===== src/rtl/sbbm_pkg.sv =====
// shared types and constants for the spectrum bin to bar mapper
// depends on nothing; used by the front, back and top level modules
`default_nettype none
package sbbm_pkg;
  localparam int unsigned MAG_W = 8;
  localparam int unsigned SUM_W = 16;
  localparam int unsigned CNT_W = 9;
  localparam int unsigned HGT_W = 10;
  localparam int unsigned COL_W = 24;
  localparam int unsigned IDX_W = 5;
  localparam int unsigned CFG_IDX_W = 1;
  localparam logic [CFG_IDX_W-1:0] REG_BIN_COUNT = 1'b0;
  localparam logic [CFG_IDX_W-1:0] REG_DISPLAY_HEIGHT = 1'b1;

  // one job handed from front to back: a sum to divide by a count
  typedef struct packed {
    logic [SUM_W-1:0] sum;
    logic [CNT_W-1:0] count;
    logic [6:0]       bar;
    logic             last;
  } sbbm_job_t;

  function automatic logic [COL_W-1:0] gradient(input logic [MAG_W-1:0] m);
    logic [7:0] t;
    t = {m[5:0], 2'b00};
    unique case (m[7:6])
      2'd0: gradient = {8'h00, t, 8'hFF};
      2'd1: gradient = {8'h00, 8'hFF, 8'hFF - t};
      2'd2: gradient = {t, 8'hFF, 8'h00};
      default: gradient = {8'hFF, 8'hFF - t, 8'h00};
    endcase
  endfunction
endpackage
`default_nettype wire


===== src/rtl/sbbm_front.sv =====
// front part: counts bins, groups or replicates them into bar jobs
// depends on sbbm_pkg; feeds the job queue in the top level
`default_nettype none
module sbbm_front #(
  parameter int unsigned BARS = 32,
  parameter int unsigned MAX_BINS = 256
) (
  input  wire logic clk,
  input  wire logic rst,
  input  wire logic restart,
  input  wire logic [8:0] bin_count,
  input  wire logic in_valid,
  output logic      in_ready,
  input  wire logic [7:0] magnitude,
  output logic      job_valid,
  input  wire logic job_ready,
  output sbbm_pkg::sbbm_job_t job
);
  import sbbm_pkg::*;
  localparam int unsigned BW = 7;
  localparam int unsigned PW = 13;

  logic [PW-1:0] n, pos;
  logic [BW-1:0] nbar;
  logic [SUM_W-1:0] gsum;
  logic [CNT_W-1:0] gcnt;
  logic busy;
  logic [MAG_W-1:0] held;
  logic [PW+BW-1:0] prod0, prod1;
  logic [PW-1:0] start0, start1;
  logic emit_small, emit_big, frame_end;

  always_comb begin
    if (bin_count == 9'd0) n = PW'(1);
    else if (32'(bin_count) > MAX_BINS) n = PW'(MAX_BINS);
    else n = PW'(bin_count);
    prod0 = (PW+BW)'(nbar) * (PW+BW)'(n);
    prod1 = (PW+BW)'(nbar + BW'(1)) * (PW+BW)'(n);
    start0 = PW'(prod0 / BARS);
    start1 = PW'(prod1 / BARS);
  end

  assign emit_small = (nbar < BW'(BARS)) && (start0 == pos);
  assign emit_big = (nbar < BW'(BARS)) && (pos + PW'(1) >= start1);
  assign frame_end = (pos + PW'(1) >= n);
  assign in_ready = !busy && !restart;
  assign job_valid = busy && (n <= PW'(BARS) ? emit_small : emit_big);

  always_comb begin
    job.bar = nbar;
    job.last = (nbar == BW'(BARS - 1));
    if (n <= PW'(BARS)) begin
      job.sum = SUM_W'(held);
      job.count = CNT_W'(1);
    end else begin
      job.sum = gsum + SUM_W'(held);
      job.count = gcnt + CNT_W'(1);
    end
  end

  always_ff @(posedge clk) begin
    if (rst || restart) begin
      busy <= 1'b0;
      pos <= '0;
      nbar <= '0;
      gsum <= '0;
      gcnt <= '0;
    end else if (!busy) begin
      if (in_valid) begin
        busy <= 1'b1;
        held <= magnitude;
      end
    end else if (job_valid) begin
      if (job_ready) begin
        if (n > PW'(BARS)) begin
          gsum <= '0;
          gcnt <= '0;
          busy <= 1'b0;
          if (frame_end) begin
            pos <= '0;
            nbar <= '0;
          end else begin
            pos <= pos + PW'(1);
            nbar <= nbar + BW'(1);
          end
        end else nbar <= nbar + BW'(1);
      end
    end else begin
      // no more bars from this bin
      busy <= 1'b0;
      if (frame_end) begin
        pos <= '0;
        nbar <= '0;
        gsum <= '0;
        gcnt <= '0;
      end else begin
        pos <= pos + PW'(1);
        if (n > PW'(BARS)) begin
          gsum <= gsum + SUM_W'(held);
          gcnt <= gcnt + CNT_W'(1);
        end
      end
    end
  end

  property p_job_bar_range;
    @(posedge clk) disable iff (rst) job_valid |-> (nbar < BW'(BARS));
  endproperty
  a_job_bar_range: assert property (p_job_bar_range) else $error("bar out of range");
  a_no_accept_busy: assert property (@(posedge clk) disable iff (rst)
    busy |-> !in_ready) else $error("accept while busy");
  a_pos_range: assert property (@(posedge clk) disable iff (rst)
    pos < n || $past(restart) || $past(rst) || $changed(bin_count))
    else $error("bin position past frame");
endmodule
`default_nettype wire


===== src/rtl/sbbm_back.sv =====
// back part: serial divide for the mean, height scale, colour, output register
// depends on sbbm_pkg; takes jobs from the queue in the top level
`default_nettype none
module sbbm_back (
  input  wire logic clk,
  input  wire logic rst,
  input  wire logic [9:0] display_height,
  input  wire logic job_valid,
  output logic      job_ready,
  input  wire sbbm_pkg::sbbm_job_t job,
  output logic      out_valid,
  input  wire logic out_ready,
  output logic [5:0] out_bar,
  output logic [9:0] out_height,
  output logic [23:0] out_color,
  output logic      out_last
);
  import sbbm_pkg::*;
  typedef enum logic [2:0] {S_IDLE, S_DIV, S_MUL, S_HDIV, S_OUT} state_t;
  state_t state;
  logic [SUM_W-1:0] quo;
  logic [CNT_W:0] rem;
  logic [CNT_W-1:0] den;
  logic [4:0] step;
  logic [MAG_W-1:0] avg;
  logic [17:0] prod;
  logic [9:0] hq;
  logic [9:0] maxh;
  logic [17:0] maxh_prod;
  logic [CNT_W:0] rem_sh;
  logic [6:0] bar;
  logic last;
  logic [18:0] hrem;
  logic [25:0] hest_prod;
  logic [9:0] hest;

  always_comb begin
    maxh_prod = 18'(display_height) * 18'd205;
    maxh = 10'(maxh_prod >> 8);
    // correct the reciprocal estimate of x*4/5
    if (18'(maxh) * 18'd5 > 18'(display_height) * 18'd4) maxh = maxh - 10'd1;
    if (maxh < 10'd5) maxh = 10'd5;
    rem_sh = {rem[CNT_W-1:0], quo[SUM_W-1]};
    // x*257/65536 is at most one below x/255; the remainder check fixes it
    hest_prod = 26'(prod) * 26'd257;
    hest = 10'(hest_prod >> 16);
  end

  assign job_ready = (state == S_IDLE);

  always_ff @(posedge clk) begin
    if (rst) begin
      state <= S_IDLE;
      out_valid <= 1'b0;
    end else begin
      unique case (state)
        S_IDLE: if (job_valid) begin
          quo <= job.sum; den <= job.count; rem <= '0;
          bar <= job.bar; last <= job.last; step <= 5'd0;
          state <= S_DIV;
        end
        S_DIV: begin
          if (rem_sh >= {1'b0, den}) begin
            rem <= rem_sh - {1'b0, den};
            quo <= {quo[SUM_W-2:0], 1'b1};
          end else begin
            rem <= rem_sh;
            quo <= {quo[SUM_W-2:0], 1'b0};
          end
          step <= step + 5'd1;
          if (step == 5'(SUM_W - 1)) state <= S_MUL;
        end
        S_MUL: begin
          avg <= quo[7:0];
          prod <= 18'(quo[7:0]) * 18'(maxh - 10'd5);
          state <= S_HDIV;
        end
        S_HDIV: begin
          hq <= hest;
          hrem <= 19'(prod - 18'(hest) * 18'd255);
          state <= S_OUT;
        end
        S_OUT: if (!out_valid || out_ready) begin
          out_valid <= 1'b1;
          out_bar <= bar[5:0];
          out_height <= hq + 10'd5 + ((hrem >= 19'd255) ? 10'd1 : 10'd0);
          out_color <= gradient(avg);
          out_last <= last;
          state <= S_IDLE;
        end
        default: state <= S_IDLE;
      endcase
      if (out_valid && out_ready && !(state == S_OUT)) out_valid <= 1'b0;
    end
  end

  a_hold: assert property (@(posedge clk) disable iff (rst)
    out_valid && !out_ready |=> out_valid) else $error("result dropped");
  a_idle_ready: assert property (@(posedge clk) disable iff (rst)
    job_ready |-> state == S_IDLE) else $error("ready outside idle");
  a_height: assert property (@(posedge clk) disable iff (rst)
    out_valid |-> out_height >= 10'd5) else $error("bar too short");
endmodule
`default_nettype wire


===== src/rtl/spectrum_bin_to_bar_mapper.sv =====
// top level of the spectrum bin to bar mapper: config registers, job queue
// depends on sbbm_pkg, sbbm_front and sbbm_back
//
// channel   dir  payload
// s_axis    in   tdata[7:0] magnitude
// m_axis    out  tdata[38:0] bar_index, height, bar_color; tlast last_bar
// cfg       in   cfg_index, cfg_data
//
// front: one bin at a time; while averaging, the last bin of a group emits
// its job; when bins do not outnumber bars, a bin emits a job per bar
// back: one bar at a time (load, 16 step mean divide, multiply, height scale,
// output register); once the queue fills the front waits on the back
// reset clears frame state and the queue; a bin_count write restarts the frame
// a two entry queue lets the front stall on the back and the back on m_axis
`default_nettype none
module spectrum_bin_to_bar_mapper #(
  parameter int unsigned BARS = 32,
  parameter int unsigned MAX_BINS = 256
) (
  input  wire logic clk,
  input  wire logic rst,
  input  wire logic s_axis_tvalid,
  output logic      s_axis_tready,
  input  wire logic [7:0] s_axis_tdata,   // magnitude
  output logic      m_axis_tvalid,
  input  wire logic m_axis_tready,
  output logic [39:0] m_axis_tdata,       // bar_index, height, bar_color, pad
  output logic      m_axis_tlast,         // last_bar
  input  wire logic cfg_valid,
  output logic      cfg_ready,
  input  wire logic [0:0] cfg_index,
  input  wire logic [9:0] cfg_data
);
  import sbbm_pkg::*;
  logic [8:0] bin_count;
  logic [9:0] display_height;
  logic restart;
  sbbm_job_t fjob, q0, q1, bjob;
  logic fvalid, fready, bvalid, bready;
  logic [1:0] qcnt;
  logic [5:0] obar;
  logic [9:0] ohgt;
  logic [23:0] ocol;

  assign cfg_ready = 1'b1;
  assign restart = cfg_valid && cfg_index == REG_BIN_COUNT;
  always_ff @(posedge clk) begin
    if (rst) begin
      bin_count <= 9'd32;
      display_height <= 10'd240;
    end else if (cfg_valid) begin
      if (cfg_index == REG_BIN_COUNT) bin_count <= cfg_data[8:0];
      else display_height <= cfg_data;
    end
  end

  sbbm_front #(.BARS(BARS), .MAX_BINS(MAX_BINS)) u_front (
    .clk, .rst, .restart, .bin_count,
    .in_valid(s_axis_tvalid), .in_ready(s_axis_tready), .magnitude(s_axis_tdata),
    .job_valid(fvalid), .job_ready(fready), .job(fjob));

  // two entry job queue
  assign fready = qcnt != 2'd2;
  assign bvalid = qcnt != 2'd0;
  assign bjob = q0;
  always_ff @(posedge clk) begin
    if (rst) qcnt <= '0;
    else begin
      priority if (fvalid && fready && bvalid && bready) begin
        if (qcnt == 2'd1) q0 <= fjob;
        else begin q0 <= q1; q1 <= fjob; end
      end else if (fvalid && fready) begin
        if (qcnt == 2'd0) q0 <= fjob; else q1 <= fjob;
        qcnt <= qcnt + 2'd1;
      end else if (bvalid && bready) begin
        q0 <= q1;
        qcnt <= qcnt - 2'd1;
      end
    end
  end

  sbbm_back u_back (
    .clk, .rst, .display_height,
    .job_valid(bvalid), .job_ready(bready), .job(bjob),
    .out_valid(m_axis_tvalid), .out_ready(m_axis_tready),
    .out_bar(obar), .out_height(ohgt), .out_color(ocol), .out_last(m_axis_tlast));

  assign m_axis_tdata = {1'b0, ocol, ohgt, obar[4:0]};

  a_qcnt: assert property (@(posedge clk) disable iff (rst)
    qcnt <= 2'd2) else $error("queue overflow");
  a_last: assert property (@(posedge clk) disable iff (rst)
    m_axis_tvalid |-> (m_axis_tlast == (obar == 6'(BARS - 1))))
    else $error("last flag mismatch");
  a_bar: assert property (@(posedge clk) disable iff (rst)
    m_axis_tvalid |-> 7'(obar) < 7'(BARS)) else $error("bar index range");
endmodule
`default_nettype wire

===== config.mk =====
export PLATFORM = sky130hd
export DESIGN_NAME = spectrum_bin_to_bar_mapper
export DESIGN_NICKNAME = d
export VERILOG_FILES = /design/src/rtl/sbbm_pkg.sv /design/src/rtl/sbbm_front.sv /design/src/rtl/sbbm_back.sv /design/src/rtl/spectrum_bin_to_bar_mapper.sv
export SDC_FILE = /design/constraint.sdc
export NUM_CORES = 1
export LEC_CHECK = 0
export BUFFER_PORTS_ARGS = -buffer_cell sky130_fd_sc_hd__buf_2
export CORE_MARGIN = 1.5
export CORE_UTILIZATION = 25
export CTS_BUF_LIST = sky130_fd_sc_hd__clkbuf_4
export DETAILED_ROUTE_END_ITERATION = 12
export GPL_TIMING_DRIVEN = 1
export PLACE_DENSITY = 0.37
export SLEW_MARGIN = 0
export SYNTH_ARGS = -nofsm -noshare
export SYNTH_HDL_FRONTEND = slang
export SYNTH_SLANG_ARGS = --single-unit

===== constraint.sdc =====
create_clock -name clk -period 16.4 [get_ports clk]
set_input_delay 0.82 -clock clk [delete_from_list [all_inputs] [get_ports clk]]
set_output_delay 0.82 -clock clk [all_outputs]
set_load 0.01 [all_outputs]

# Yosys cells after proc, flatten, opt, wreduce, memory -nomap -nowiden

Cells that the tools add are included.

Register bits: 283
Input port bits: 24
Output and inout bits: 44
Word-level logic and storage cells: 189

Add/subtract/negate cells: 15
$mul: 7
Magnitude comparators: 10
Equal/unequal tests: 19
Muxes and demuxes: 55
Bitwise operators: 5
Reduce and logical (&&, ||, !) cells: 45

Operator list:

| operator                                                                             | number |
|---|---|
| 33-bit 2-to-1 mux                                                                    | 9 |
| 16-bit 2-to-1 mux                                                                    | 6 |
| 9-bit 2-to-1 mux                                                                     | 8 |
| 24-bit one-hot mux with 3 select lines                                               | 1 |
| 13-bit 2-to-1 mux                                                                    | 5 |
| 10-bit by 8-bit multiplier with 18-bit output, second input constant                 | 2 |
| 7-bit 2-to-1 mux                                                                     | 5 |
| 16-bit one-hot mux with 2 select lines                                               | 1 |
| 13-bit greater-or-equal comparator                                                   | 2 |
| 18-bit by 9-bit multiplier with 26-bit output, second input constant                 | 1 |
| 25-bit 2-to-1 mux                                                                    | 1 |
| 3-bit AND reduction                                                                  | 8 |
| 20-bit by 13-bit multiplier with 18-bit output                                       | 1 |
| 10-bit 2-to-1 mux                                                                    | 2 |
| 19-bit by 8-bit greater-or-equal comparator with 1-bit output, second input constant | 1 |
| 18-bit by 18-bit subtractor with 19-bit output                                       | 1 |
| 7-bit by 13-bit multiplier with 18-bit output                                        | 1 |
| 8-bit by 18-bit multiplier with 18-bit output                                        | 1 |
| 9-bit one-hot mux with 2 select lines                                                | 1 |
| 16-bit by 8-bit adder with 16-bit output                                             | 1 |
| 3-bit one-hot mux with 5 select lines                                                | 1 |
| 13-bit by 1-bit adder with 13-bit output, second input constant                      | 1 |
| 13-bit equality test                                                                 | 1 |
| 13-bit by 12-bit > comparator with 1-bit output                                      | 1 |
| 46 further kinds                                                                     | 94 |

# Longest topological paths before layout

Gate-level depths: netlist of run 1.

Depth after elaboration: 13
Depth in mapped cells: 58
Mapped depth without buffers: 55

# By module

Synthesis of run 1 repeated with hierarchy kept, for this count alone.

Cells, all modules: 2791
Area total of the unflattened synthesis: 27291.2 µm²

By module, submodules not included:

| module                     | times used | cells an instance | area each (µm²) |
|---|---|---|---|
| sbbm_back                  | 1          | 1508              | 15304.7 |
| sbbm_front                 | 1          | 1067              | 8550.7 |
| spectrum_bin_to_bar_mapper | 1          | 216               | 3435.8 |

# Least setup slack after synthesis of run 1

OpenSTA, ideal clock, no wires.

Path kind: register to register
Start point: register display_height[1]
End point: register u_back.prod[17], data pin
Setup time: 0.264 ns
Data arrival time: 12.488 ns
Data required time: 16.136 ns
Setup slack: 3.648 ns
Stages on the path, launching flop included: 54
Path buffers: 2
Cell sequence: dfxtp_1 -> ha_1 -> xor2_1 -> ha_1 -> fa_1 -> fa_1 -> ha_1 -> and2_0 -> a221o_1 -> buf_2 -> a311o_1 -> nand2_1 -> inv_1 -> ha_1 -> ha_1 -> fa_1 -> a21o_1 -> a21oi_1 -> [18 not listed] -> fa_1 -> inv_1 -> fa_1 -> inv_1 -> fa_1 -> inv_1 -> fa_1 -> inv_1 -> ha_1 -> a21boi_0 -> o21ai_0 -> nand2b_1 -> a21oi_1 -> o21bai_1 -> a31oi_1 -> a211o_1 -> a211oi_1 -> xnor2_1

Word-level cells in the longest chain between the ends: 8
Elaborated cells between the ends (all ways): 9

Ends and longest elaborated chain:

| item                                                   | RTL line                         | text |
|---|---|---|
| start, declared                                        | spectrum_bin_to_bar_mapper.sv:36 | `logic [9:0] display_height;` |
| start signal, assigned                                 | spectrum_bin_to_bar_mapper.sv:53 | `else display_height <= cfg_data;` |
| 10-bit by 8-bit multiplier with 18-bit output          | sbbm_back.sv:38                  | `maxh_prod = 18'(display_height) * 18'd205;` |
| 10-bit by 3-bit multiplier with 13-bit output          | sbbm_back.sv:41                  | `if (18'(maxh) * 18'd5 > 18'(display_height) * 18'd4) maxh = maxh - 10'd1;` |
| 13-bit by 12-bit > comparator with 1-bit output        | sbbm_back.sv:41                  |  |
| 10-bit 2-to-1 mux *                                    | sbbm_back.sv:41                  |  |
| 10-bit by 3-bit less-than comparator with 1-bit output | sbbm_back.sv:42                  | `if (maxh < 10'd5) maxh = 10'd5;` |
| 10-bit 2-to-1 mux *                                    | sbbm_back.sv:42                  |  |
| 10-bit by 3-bit subtractor with 11-bit output *        | sbbm_back.sv:75                  | `prod <= 18'(quo[7:0]) * 18'(maxh - 10'd5);` |
| 8-bit by 18-bit multiplier with 18-bit output *        | sbbm_back.sv:75                  |  |
| end signal, assigned                                   | sbbm_back.sv:75                  |  |
| end, declared                                          | sbbm_back.sv:26                  | `logic [17:0] prod;` |

Every way passes the cells marked *; elsewhere a longest branch is shown, timed or not.
A chain may end at the register's enable or synchronous reset.

# Final worst setup path of run 1

Same ends and word-level chain as after synthesis.

==> results.env, run 1 <==
RUN_STATUS='finished clean'
RR_STARTPOINT='display_height[1]$_SDFFE_PP0P_'
TIMING.SLEW.HEADROOM=0.189
DETAILEDROUTE.FIRSTITERATIONVIOLATIONS=766
SYN_NETS=3177
ANT_NETS=0
WORST_PATH_LARGEST_CELL_DELAY_PS=770
FINALNONFILLERCELLS=4177
YS_DOMINANT_REG_CELL='edfxtp_1'
CLOCK_SINK_COUNT=278
DRCVIOLATIONCOUNT=0
POST_CTS.REPAIR.SETUP_BUFFERS=0
SETUP.REG_TO_REG.WORST_SLACK_PS=1950
NUMPLACEDINSTANCES=4023
POST_ROUTE_CELLS_DRIVE_ABOVE_1_SHARE=0.0977
SYNTH_COMPOUND_AREA_FRAC=0.109
GLOBALPLACE.CONGESTION=0.846
DRTPASS1ITERATIONS=5
DOMINANT_COMBINATIONAL_CELL_FAMILY_BY_AREA_AFTER_SYNTHESIS='adder cells'
FINAL_MIN_PERIOD_OVER_CLOCK_PERIOD=0.881
FINALSETUPVIOLATIONS=0
POST_SYNTH_FA_HA_MAJ_AREA_FRACTION=0.309
WIRE_LENGTH_OF_THE_FIRST_GLOBAL_ROUTING_PASS_UM=109000
GRT_SETUP_UNREPAIRED='false'
WORSTHOLDENDPOINT='u_front.held[0]$_DFFE_PP_'
POST_SYNTH_AND_OR_NAND_NOR_AREA_FRACTION=0.153
POST-SYNTH-TOP-COUNT-CELL='inv_1'
PATH_MAX_FANOUT=11
POSTSYNTHAREAPERCELL_SQ_UM=9.79
HORIZONTAL_DIE_DIMENSION_UM=325
AREA.SEQUENTIAL_SQ_UM=7640
FIN_UTIL=0.283
PORT_BUFFERS=65
DESIGN.PORTCOUNT=68
CTS-RESIZED-GATES=0
FIN_TNS_SETUP_PS=0
VERTICAL_DIE_DIMENSION_UM=325
NUMBER_OF_CTS_INSERTED_BUFFERS=82
FINALNETCOUNT=3278
GROUTE.LAYER.MET3.USAGE=0.0235
FINAL_DESIGN_AREA_NO_FILL_SQ_UM=28900
MIN_TCLK_POST_ROUTE_PS=14450
SYNTHDISTINCTLIBCELLS=91
MIN_PATH_CELLS=1
ROUTED_WIRE_LENGTH_PER_INSTANCE_UM=16.2
H-TREE-DEPTH=3
AREAGROWTHSYNTHTOFINISH_PCT=11.8
FMAX_GHz=0.0692
GRT_USE_MET2=0.221
WORST_PATH_MAX_DELAY_CELL='a21oi_1'
PLACED_CELL_AREA_SQ_UM=27800
CLK-INSERTION-DELAY-LATE_PS=880
CRIT_PATH_FREQUENT_CELL='ha_1'
YS_TOP_CELLS_BY_AREA='edfxtp_1, fa_1, ha_1'
CLK_PIN_SLEW_PS=60
R2R-END='u_back.prod[17]$_DFFE_PP_'
SYN-INSTANCE-COUNT=2643
SYNTHMUXAREASHARE=0.00778
DIE_AREA_SQ_UM=105000
CATEGORY_OF_THE_MOST_CRITICAL_SETUP_PATH='reg -> reg'
CP.ARRIVAL_PS=15060
FINAL_MAX_SLEW_VIOL_COUNT=0
TIMING.HOLD.WORST.CLASS='in -> reg'
START_UTIL=0.253
MAX-CLOCK-PATH-BUFFERS=3
GRT_START_MAX_NET_PINS=38
YS_SEQ_AREA_FRAC=0.295
GRT_PASS1_VIAS=19600
FINAL.SETUP_SKEW_PS=73.7
WORST_R2R_PATH_DEPTH=52
BUSIEST_LAYER_IN_GLOBAL_ROUTING='met2'
OVERFLOW=0
ANTENNA_FOUND_INITIAL=2
FLOORPLAN.CORE_AREA_SQ_UM=102000
SYNTH_LARGEST_TYPE_AREA_FRACTION=0.240
NFILLCELLS=11000
TRITONCTS='yes'
YS_WARN_COUNT=0
DP_HPWL_UM=52700
FINALHOLDVIOLCOUNT=0
USE_MET1=0.168
ROWS=117
WORSTMARGINPINSLEW_PS=1210
CLK_ROOT_BUFFER_CELL='clkbuf_4'
CELL_AREA_AFTER_TECHNOLOGY_MAPPING_SQ_UM=25900
REQUIRED_PS=17010
CP-END-KIND='flip-flop'
YOSYS.AREA_SHARE.XOR_XNOR=0.0548
SYNTH_ASYNC_SR_FLOP_SHARE=0
ROUTE.FINAL.WIRE_LENGTH_UM=67500
NETLIST_TOP_CELLS_COUNT='inv_1, ha_1, nand2_1, fa_1, edfxtp_1'
MULTIINPUTGATEAREA_SQ_UM=16500
YOSYS.AREA.TOP_TYPE='edfxtp_1'
VIA_PER_INST=4.42
DETAILROUTE.VIA_COUNT=18500
FLOPS_LATCHES_SYNTH=278
SYNTH-EDFF-COUNT=207
CP-START-KIND='flip-flop'
GLOBAL_ROUTE.USAGE.TOTAL=0.130
MAX_CAP_VIOL_COUNT=0
TIMING.HOLD.WORST.START='s_axis_tdata[0]'
-- placed cells by master, fill, tap and decap left out, types with 13 or more instances in the layout --
cell / n
a211oi_1: 18
a21o_1: 43
a21oi_1: 108
a31oi_1: 18
and2_1: 113
and3_1: 27
buf_2: 65
buf_4: 27
clkbuf_4: 120
clkinv_1: 17
dfxtp_1: 71
edfxtp_1: 207
fa_1: 216
ha_1: 294
inv_1: 388
nand2_1: 266
nand2b_1: 27
nand3_1: 46
nand4_1: 13
nor2_1: 162
nor2b_1: 28
nor3_1: 45
o21a_1: 22
o21ai_0: 48
o21bai_1: 13
or3_1: 17
xnor2_1: 106
xor2_1: 47
-- registers in the layout, summed over array words and instances, names as in the netlist, 13 cells and up --
register,count
u_back.prod,18
bjob,31
u_back.quo,16
u_back.out_color,21
u_back.hrem,19
u_front.pos,13
q1,31
u_front.gsum,16
-- logic make-up after synthesis --
family / count (synthesis)
other cells: 2
compound gates: 403
fa+ha+maj: 510
simple gates: 804
mux: 19
buf+inv: 470
xor+xnor: 157
flops: 278
-- worst max-delay path: cells and delay by family, from the launching register on --
kind                     cells  cell delay (ps)
buffers and inverters        5              310
adder cells (fa/ha/maj)     15             6120
flip-flops                   1              350
XOR/XNOR                     3              360
AO/OA/AOI/OAI               21             5770
AND/OR/NAND/NOR              8             1260
-- worst max path at each step --
stage               slack (ps)  depth (start not counted)                      startpoint                        end
floorplan                 3650                         53  display_height[1]$_SDFFE_PP0P_  u_back.prod[17]$_DFFE_PP_
global placement          2280                         51  display_height[1]$_SDFFE_PP0P_  u_back.prod[17]$_DFFE_PP_
global route               640                         52  display_height[2]$_SDFFE_PP0P_  u_back.prod[17]$_DFFE_PP_
finish                    1950                         52  display_height[1]$_SDFFE_PP0P_  u_back.prod[17]$_DFFE_PP_
detailed placement        1950                         52  display_height[2]$_SDFFE_PP0P_  u_back.prod[17]$_DFFE_PP_
CTS                       1910                         52  display_height[2]$_SDFFE_PP0P_  u_back.prod[17]$_DFFE_PP_
-- timing repair --
| action | in CTS | in global routing |
|---|---|---|
| endpoints found under the hold margin | 5 | 0 |
| endpoints found under the setup margin | 0 | 0 |
| hold buffers | 5 | 0 |
-- cell type report --
cell class / instances / share of cell area
repair buffers: 97 / 0.0200
clock inverters: 25 / 0.00588
inverters: 390 / 0.0506
diodes: 4 / 0.000346
well taps: 1368 / 0.0591
flip-flops and latches: 278 / 0.264
multi-input cells: 1895 / 0.569
clock buffers: 120 / 0.0311
-- stage by stage --
step                      hold slack [ps]  setup slack [ps]
final                                 133              1950
after global routing                -4.40               637
after CTS                            1.25              1910
after detailed placement              405              1950
after global placement                402              2280
after floorplan                       400              3650
-- metal layers --
layer  part of all wire  vias up
li1                   -     9163
met1               0.47     8929
met2               0.47      267
met3              0.032      110
met4              0.026        0
met5                  0        -
Power of run 1 is not shown: default switching activity piles up to over one toggle a cycle in this logic, so the estimate is an artifact.
==> run 2: changes to the inputs <==
Settings changed: CORE_UTILIZATION 25 to 45, PLACE_DENSITY 0.37 to 0.59.
==> run 2 against run 1 <==
Wire length down 15%. Utilization up 21 points. Global-route usage up 7.2 points. Sequential share of layout area up 0.87 points. Worst setup slack better by 89 ps. Clock skew down 18 ps. Highest routed layer is now met5.
==> results.env, run 2 (synthesis gave the netlist of run 1 again) <==
RUN_STATUS='finished clean'
PORT_BUFFERS=65  # unchanged
FIN_TNS_SETUP_PS=0  # unchanged
CLK_ROOT_BUFFER_CELL='clkbuf_4'
HORIZONTAL_DIE_DIMENSION_UM=243  # -25%
CLK-INSERTION-DELAY-LATE_PS=820  # -60 ps
DRCVIOLATIONCOUNT=0  # unchanged
GRT_SETUP_UNREPAIRED='false'
PRE_CTS_WS_PS=2030  # +83.3 ps
SETUP_WS_PS=2030  # +88.5 ps
VIA_PER_INST=5.22  # +18%
CLOCK_SINK_COUNT=278  # unchanged
ROWS=87  # -26%
LAYOUT.CELLS.MOST_COMMON_LIST='inv_1, ha_1, nand2_1, fa_1, edfxtp_1'
MAX-CLOCK-PATH-BUFFERS=3  # unchanged
REQUIRED_PS=16950  # -60 ps
MULTIINPUTGATEAREA_SQ_UM=16500  # about the same
NFILLCELLS=5348  # -51%
VERTICAL_DIE_DIMENSION_UM=243  # -25%
DP_HPWL_UM=44900  # -15%
ROUTED_WIRE_LENGTH_PER_INSTANCE_UM=16.2  # +0.50%
CP-END-KIND='flip-flop'
MIN_TCLK_POST_ROUTE_PS=14370  # -88.5 ps
ANTENNA_FOUND_INITIAL=3  # +1
ROUTE.FINAL.WIRE_LENGTH_UM=57700  # -15%
H-TREE-DEPTH=3  # unchanged
CP.ARRIVAL_PS=14920  # -140 ps
AREAGROWTHSYNTHTOFINISH_PCT=8.27
PATH_MAX_FANOUT=11  # unchanged
WORST_PATH_MAX_DELAY_CELL='xnor2_1'
FINAL_MAX_SLEW_VIOL_COUNT=0  # unchanged
FINAL_DESIGN_AREA_NO_FILL_SQ_UM=28000  # -3.2%
DESIGN.PORTCOUNT=68  # unchanged
DIE_AREA_SQ_UM=59000  # -44%
TRITONCTS='yes'
PLACED_CELL_AREA_SQ_UM=27000  # -3.0%
ANT_NETS=0  # unchanged
MAX_CAP_VIOL_COUNT=0  # unchanged
AREA.SEQUENTIAL_SQ_UM=7640  # unchanged
CATEGORY_OF_THE_MOST_CRITICAL_SETUP_PATH='reg -> reg'
OVERFLOW=0  # unchanged
FINAL.SETUP_SKEW_PS=55.6  # -18.1 ps
GLOBAL_ROUTE.USAGE.TOTAL=0.203  # +0.0723
DETAILROUTE.VIA_COUNT=18500  # +0.41%
START_UTIL=0.457  # +0.204
CP-START-KIND='flip-flop'
FINALNETCOUNT=3265  # -0.40%
FMAX_GHz=0.0696  # +0.62%
WORSTMARGINPINSLEW_PS=1170  # -39.6 ps
GRT_PASS1_VIAS=19300  # -1.5%
FLOORPLAN.CORE_AREA_SQ_UM=56600  # -45%
DETAILEDROUTE.FIRSTITERATIONVIOLATIONS=836  # +9.1%
FINALSETUPVIOLATIONS=0  # unchanged
WORST_PATH_LARGEST_CELL_DELAY_PS=860  # +90 ps
WIRE_LENGTH_OF_THE_FIRST_GLOBAL_ROUTING_PASS_UM=96900  # -11%
GRT_START_MAX_NET_PINS=38  # unchanged
TIMING.HOLD.WORST.CLASS='in -> reg'
CRITPATHBUFINV=4  # -1
CLK_PIN_SLEW_PS=60  # about the same
POST_CTS.REPAIR.SETUP_BUFFERS=0  # unchanged
CTSHOLDBUFFERS=0  # -5
DRTPASS1ITERATIONS=5  # unchanged
FINAL_COMMON_CELL='inv_1'
POST_ROUTE_CELLS_DRIVE_ABOVE_1_SHARE=0.0931  # -0.00459
FINAL_MIN_PERIOD_OVER_CLOCK_PERIOD=0.876  # -0.00540
GLOBALPLACE.CONGESTION=0.908  # +7.3%
NUMBER_OF_CTS_INSERTED_BUFFERS=81  # -1.2%
TIMING.SLEW.HEADROOM=0.214  # +0.0249
WORST_PATH_DOMINANT_CELL_FAMILY='adder cells'
FINALHOLDVIOLCOUNT=0  # unchanged
CTS-RESIZED-GATES=0  # unchanged
[run 2: area by class of cell]
class,count,area share
Clock inverter,37,0.00790
Sequential cell,278,0.273
Timing Repair Buffer,85,0.0170
Antenna cell,1,0.0000893
Tap cell,756,0.0338
Clock buffer,108,0.0289
Multi-Input combinational cell,1895,0.588
Inverter,390,0.0522
[run 2: path summary, 6_finish.rpt]
kind | startpoint | end | slack, ps | depth (start not counted)
worst max-delay path | display_height[1]$_SDFFE_PP0P_ | u_back.prod[17]$_DFFE_PP_ | 2030 | 49
worst min-delay path | s_axis_tdata[6] | u_front.held[6]$_DFFE_PP_ | 170 | 1
worst max register to register | display_height[1]$_SDFFE_PP0P_ | u_back.prod[17]$_DFFE_PP_ | 2030 | 49
worst min register to register | bjob[1]$_DFFE_PP_ | u_back.bar[0]$_DFFE_PP_ | 400 | 0
[run 2: metrics by stage]
stage | utilization | cells | hold slack (ps)
global route | 0.495 | 3550 | 86.2
global placement | 0.477 | 3404 | 404
finish | 0.495 | 3550 | 167
CTS | 0.495 | 3549 | 80.1
detailed placement | 0.477 | 3404 | 405
floorplan | - | 2643 | 400
[run 2: metal layers]
metal	share of wire	GRT usage	wire length, um	vias to the layer above
met2	0.49	0.357	28500	329
met1	0.44	0.252	25600	8944
met3	0.036	0.0305	2100	111
li1	-	-	-	9159
met4	0.026	0.0714	1490	2
met5	0.00023	0	13	-
Power of run 2 is left out for the same reason.
==> run 3: changes to the inputs <==
Settings changed: CORE_UTILIZATION 45 to 55, PLACE_DENSITY 0.59 to 0.7.
==> run 3 against run 2 <==
Worst setup slack got worse by 34 ps. Via count increased by 1.4%. Final area decreased by 0.53%. Register-to-register slack got worse by 30 ps. Wire length increased by 1.7%. Worst hold slack improved by 28 ps. Final cell count decreased by 4.1%. Sequential cell count unchanged. Maximum frequency decreased by 0.24%. Clock skew decreased by 6.7 ps. Non-clock buffer count increased by 1. Critical path type unchanged. Largest cell class unchanged.
==> results.env, run 3 (synthesis gave the netlist of run 1 again) <==
RUN_STATUS='finished clean'
H-TREE-DEPTH=3  # unchanged
DESIGN.PORTCOUNT=68  # unchanged
VIA_PER_INST=5.52  # +5.7%
FINAL_MIN_PERIOD_OVER_CLOCK_PERIOD=0.878  # +0.00209
HORIZONTAL_DIE_DIMENSION_UM=220  # -9.4%
START_UTIL=0.557  # +0.0999
NUMBER_OF_CTS_INSERTED_BUFFERS=80  # -1.2%
USE_MET1=0.307  # +0.0547
MAX_CAP_VIOL_COUNT=0  # unchanged
RR_STARTPOINT='display_height[1]$_SDFFE_PP0P_'
ROUTE.FINAL.WIRE_LENGTH_UM=58700  # +1.7%
FINAL_MAX_SLEW_VIOL_COUNT=0  # unchanged
POST_ROUTE_CELLS_DRIVE_ABOVE_1_SHARE=0.0961  # +0.00305
GRT_USE_MET2=0.455  # +0.0985
DP_HPWL_UM=45400  # +0.98%
CTSHOLDBUFFERS=0  # unchanged
FINAL.SETUP_SKEW_PS=48.8  # -6.74 ps
DRTPASS1ITERATIONS=5  # unchanged
PATH_MAX_FANOUT=11  # unchanged
ROWS=79  # -9.2%
TIMING.HOLD.WORST.CLASS='in -> reg'
GRT_PASS1_VIAS=19900  # +3.2%
WIRE_LENGTH_OF_THE_FIRST_GLOBAL_ROUTING_PASS_UM=97600  # +0.68%
FMAX_GHz=0.0694  # -0.24%
PORT_BUFFERS=65  # unchanged
CP.ARRIVAL_PS=14920  # about the same
DETAILROUTE.VIA_COUNT=18800  # +1.4%
ANTENNA_FOUND_INITIAL=2  # -1
GLOBAL_ROUTE.USAGE.TOTAL=0.254  # +0.0514
AREAGROWTHSYNTHTOFINISH_PCT=7.69
WORST_PATH_MAX_DELAY_CELL='a21oi_1'
WORSTMARGINPINSLEW_PS=1220  # +52.3 ps
REQUIRED_PS=16920  # -30 ps
FIN_TNS_SETUP_PS=0  # unchanged
FINALNETCOUNT=3265  # unchanged
MAX-CLOCK-PATH-BUFFERS=3  # unchanged
OVERFLOW=0  # unchanged
POST_CTS.REPAIR.SETUP_BUFFERS=0  # unchanged
TIMING.HOLD.WORST.START='s_axis_tdata[5]'
CLK-INSERTION-DELAY-LATE_PS=810  # about the same
DETAILEDROUTE.FIRSTITERATIONVIOLATIONS=942  # +13%
BUSIEST_LAYER_IN_GLOBAL_ROUTING='met2'
FLOORPLAN.CORE_AREA_SQ_UM=46500  # -18%
WORSTSETUPSTARTPOINT='display_height[1]$_SDFFE_PP0P_'
CATEGORY_OF_THE_MOST_CRITICAL_SETUP_PATH='reg -> reg'
GRT_START_MAX_NET_PINS=38  # unchanged
LAYOUT.CELLS.MOST_COMMON_LIST='inv_1, ha_1, nand2_1, fa_1, edfxtp_1'
CLK_ROOT_BUFFER_CELL='clkbuf_4'
GLOBALPLACE.CONGESTION=0.945  # +4.1%
GROUTE.LAYER.MET3.USAGE=0.0400  # +0.00951
CP-START-KIND='flip-flop'
MIN_TCLK_POST_ROUTE_PS=14400  # +34.2 ps
GRT_SETUP_UNREPAIRED='false'
FINALSETUPVIOLATIONS=0  # unchanged
DRCVIOLATIONCOUNT=0  # unchanged
WORST_PATH_LARGEST_CELL_DELAY_PS=700  # -160 ps
CTS-RESIZED-GATES=0  # unchanged
TRITONCTS='yes'
CP-END-KIND='flip-flop'
CLOCK_SINK_COUNT=278  # unchanged
DIE_AREA_SQ_UM=48400  # -18%
VERTICAL_DIE_DIMENSION_UM=220  # -9.4%
FINAL_COMMON_CELL='inv_1'
CRIT_PATH_FREQUENT_CELL='ha_1'
ROUTED_WIRE_LENGTH_PER_INSTANCE_UM=17.2  # +6.0%
ANT_NETS=0  # unchanged
FINALHOLDVIOLCOUNT=0  # unchanged
CLK_PIN_SLEW_PS=60  # about the same
TIMING.SLEW.HEADROOM=0.179  # -0.0350
## run 3: changes by cell type in the layout (fill, tap and decap cells not counted)
cell,change
bufinv_16,-1
clkbuf_4,+11
clkinv_2,-3
buf_4,+1
clkinvlp_4,+1
clkinv_1,-4
## run 3: worst max-delay path, delay by kind of cell, from the launching register on
kind,cells,cell delay (ps)
AOI/OAI and AO/OA,21,5660
DFF,1,360
adders and majority gates,15,6110
buffers and inverters,5,300
xor gates and xnor gates,3,410
and+or+nand+nor,8,1250
## run 3: path summary, 6_finish.rpt
path / to / slack [ps] / cells past startpoint
hold / removal: u_front.held[5]$_DFFE_PP_ / 200 / 1
hold reg to reg: u_back.den[5]$_DFFE_PP_ / 410 / 0
setup / recovery: u_back.prod[17]$_DFFE_PP_ / 2000 / 52
setup reg to reg: u_back.prod[17]$_DFFE_PP_ / 2000 / 52
## run 3: stage by stage
| step | instances | area [sq um] | hold slack, ps | utilization | worst slack, ps |
|---|---|---|---|---|---|
| 6_report | 3406 | 27900 | 196 | 0.600 | 2000 |
| 5_1_grt | 3406 | 27900 | 142 | 0.600 | 1020 |
| 4_1_cts | 3405 | 27900 | 103 | 0.600 | 2090 |
| 3_5_place_dp | 3256 | 26800 | 405 | 0.577 | 2140 |
| 3_3_place_gp | 3256 | 26800 | 402 | 0.577 | 2580 |
| 2_1_floorplan | 2643 | 25900 | 400 | - | 3650 |
## run 3: cell type report
type                            count  area (sq um)
Fill cell                        3990         18600
Multi-Input combinational cell   1895         16500
Sequential cell                   278          7640
Inverter                          390          1460
Clock buffer                      119           893
Tap cell                          607           759
Timing Repair Buffer               86           483
Clock inverter                     30           169
Antenna cell                        1          2.50
## run 3: metal layers
layer	up-vias	share of wire
met5	-	0.00027
met2	387	0.51
met1	9143	0.42
li1	9153	-
met4	2	0.028
met3	115	0.041
Power of run 3 is left out for the same reason.
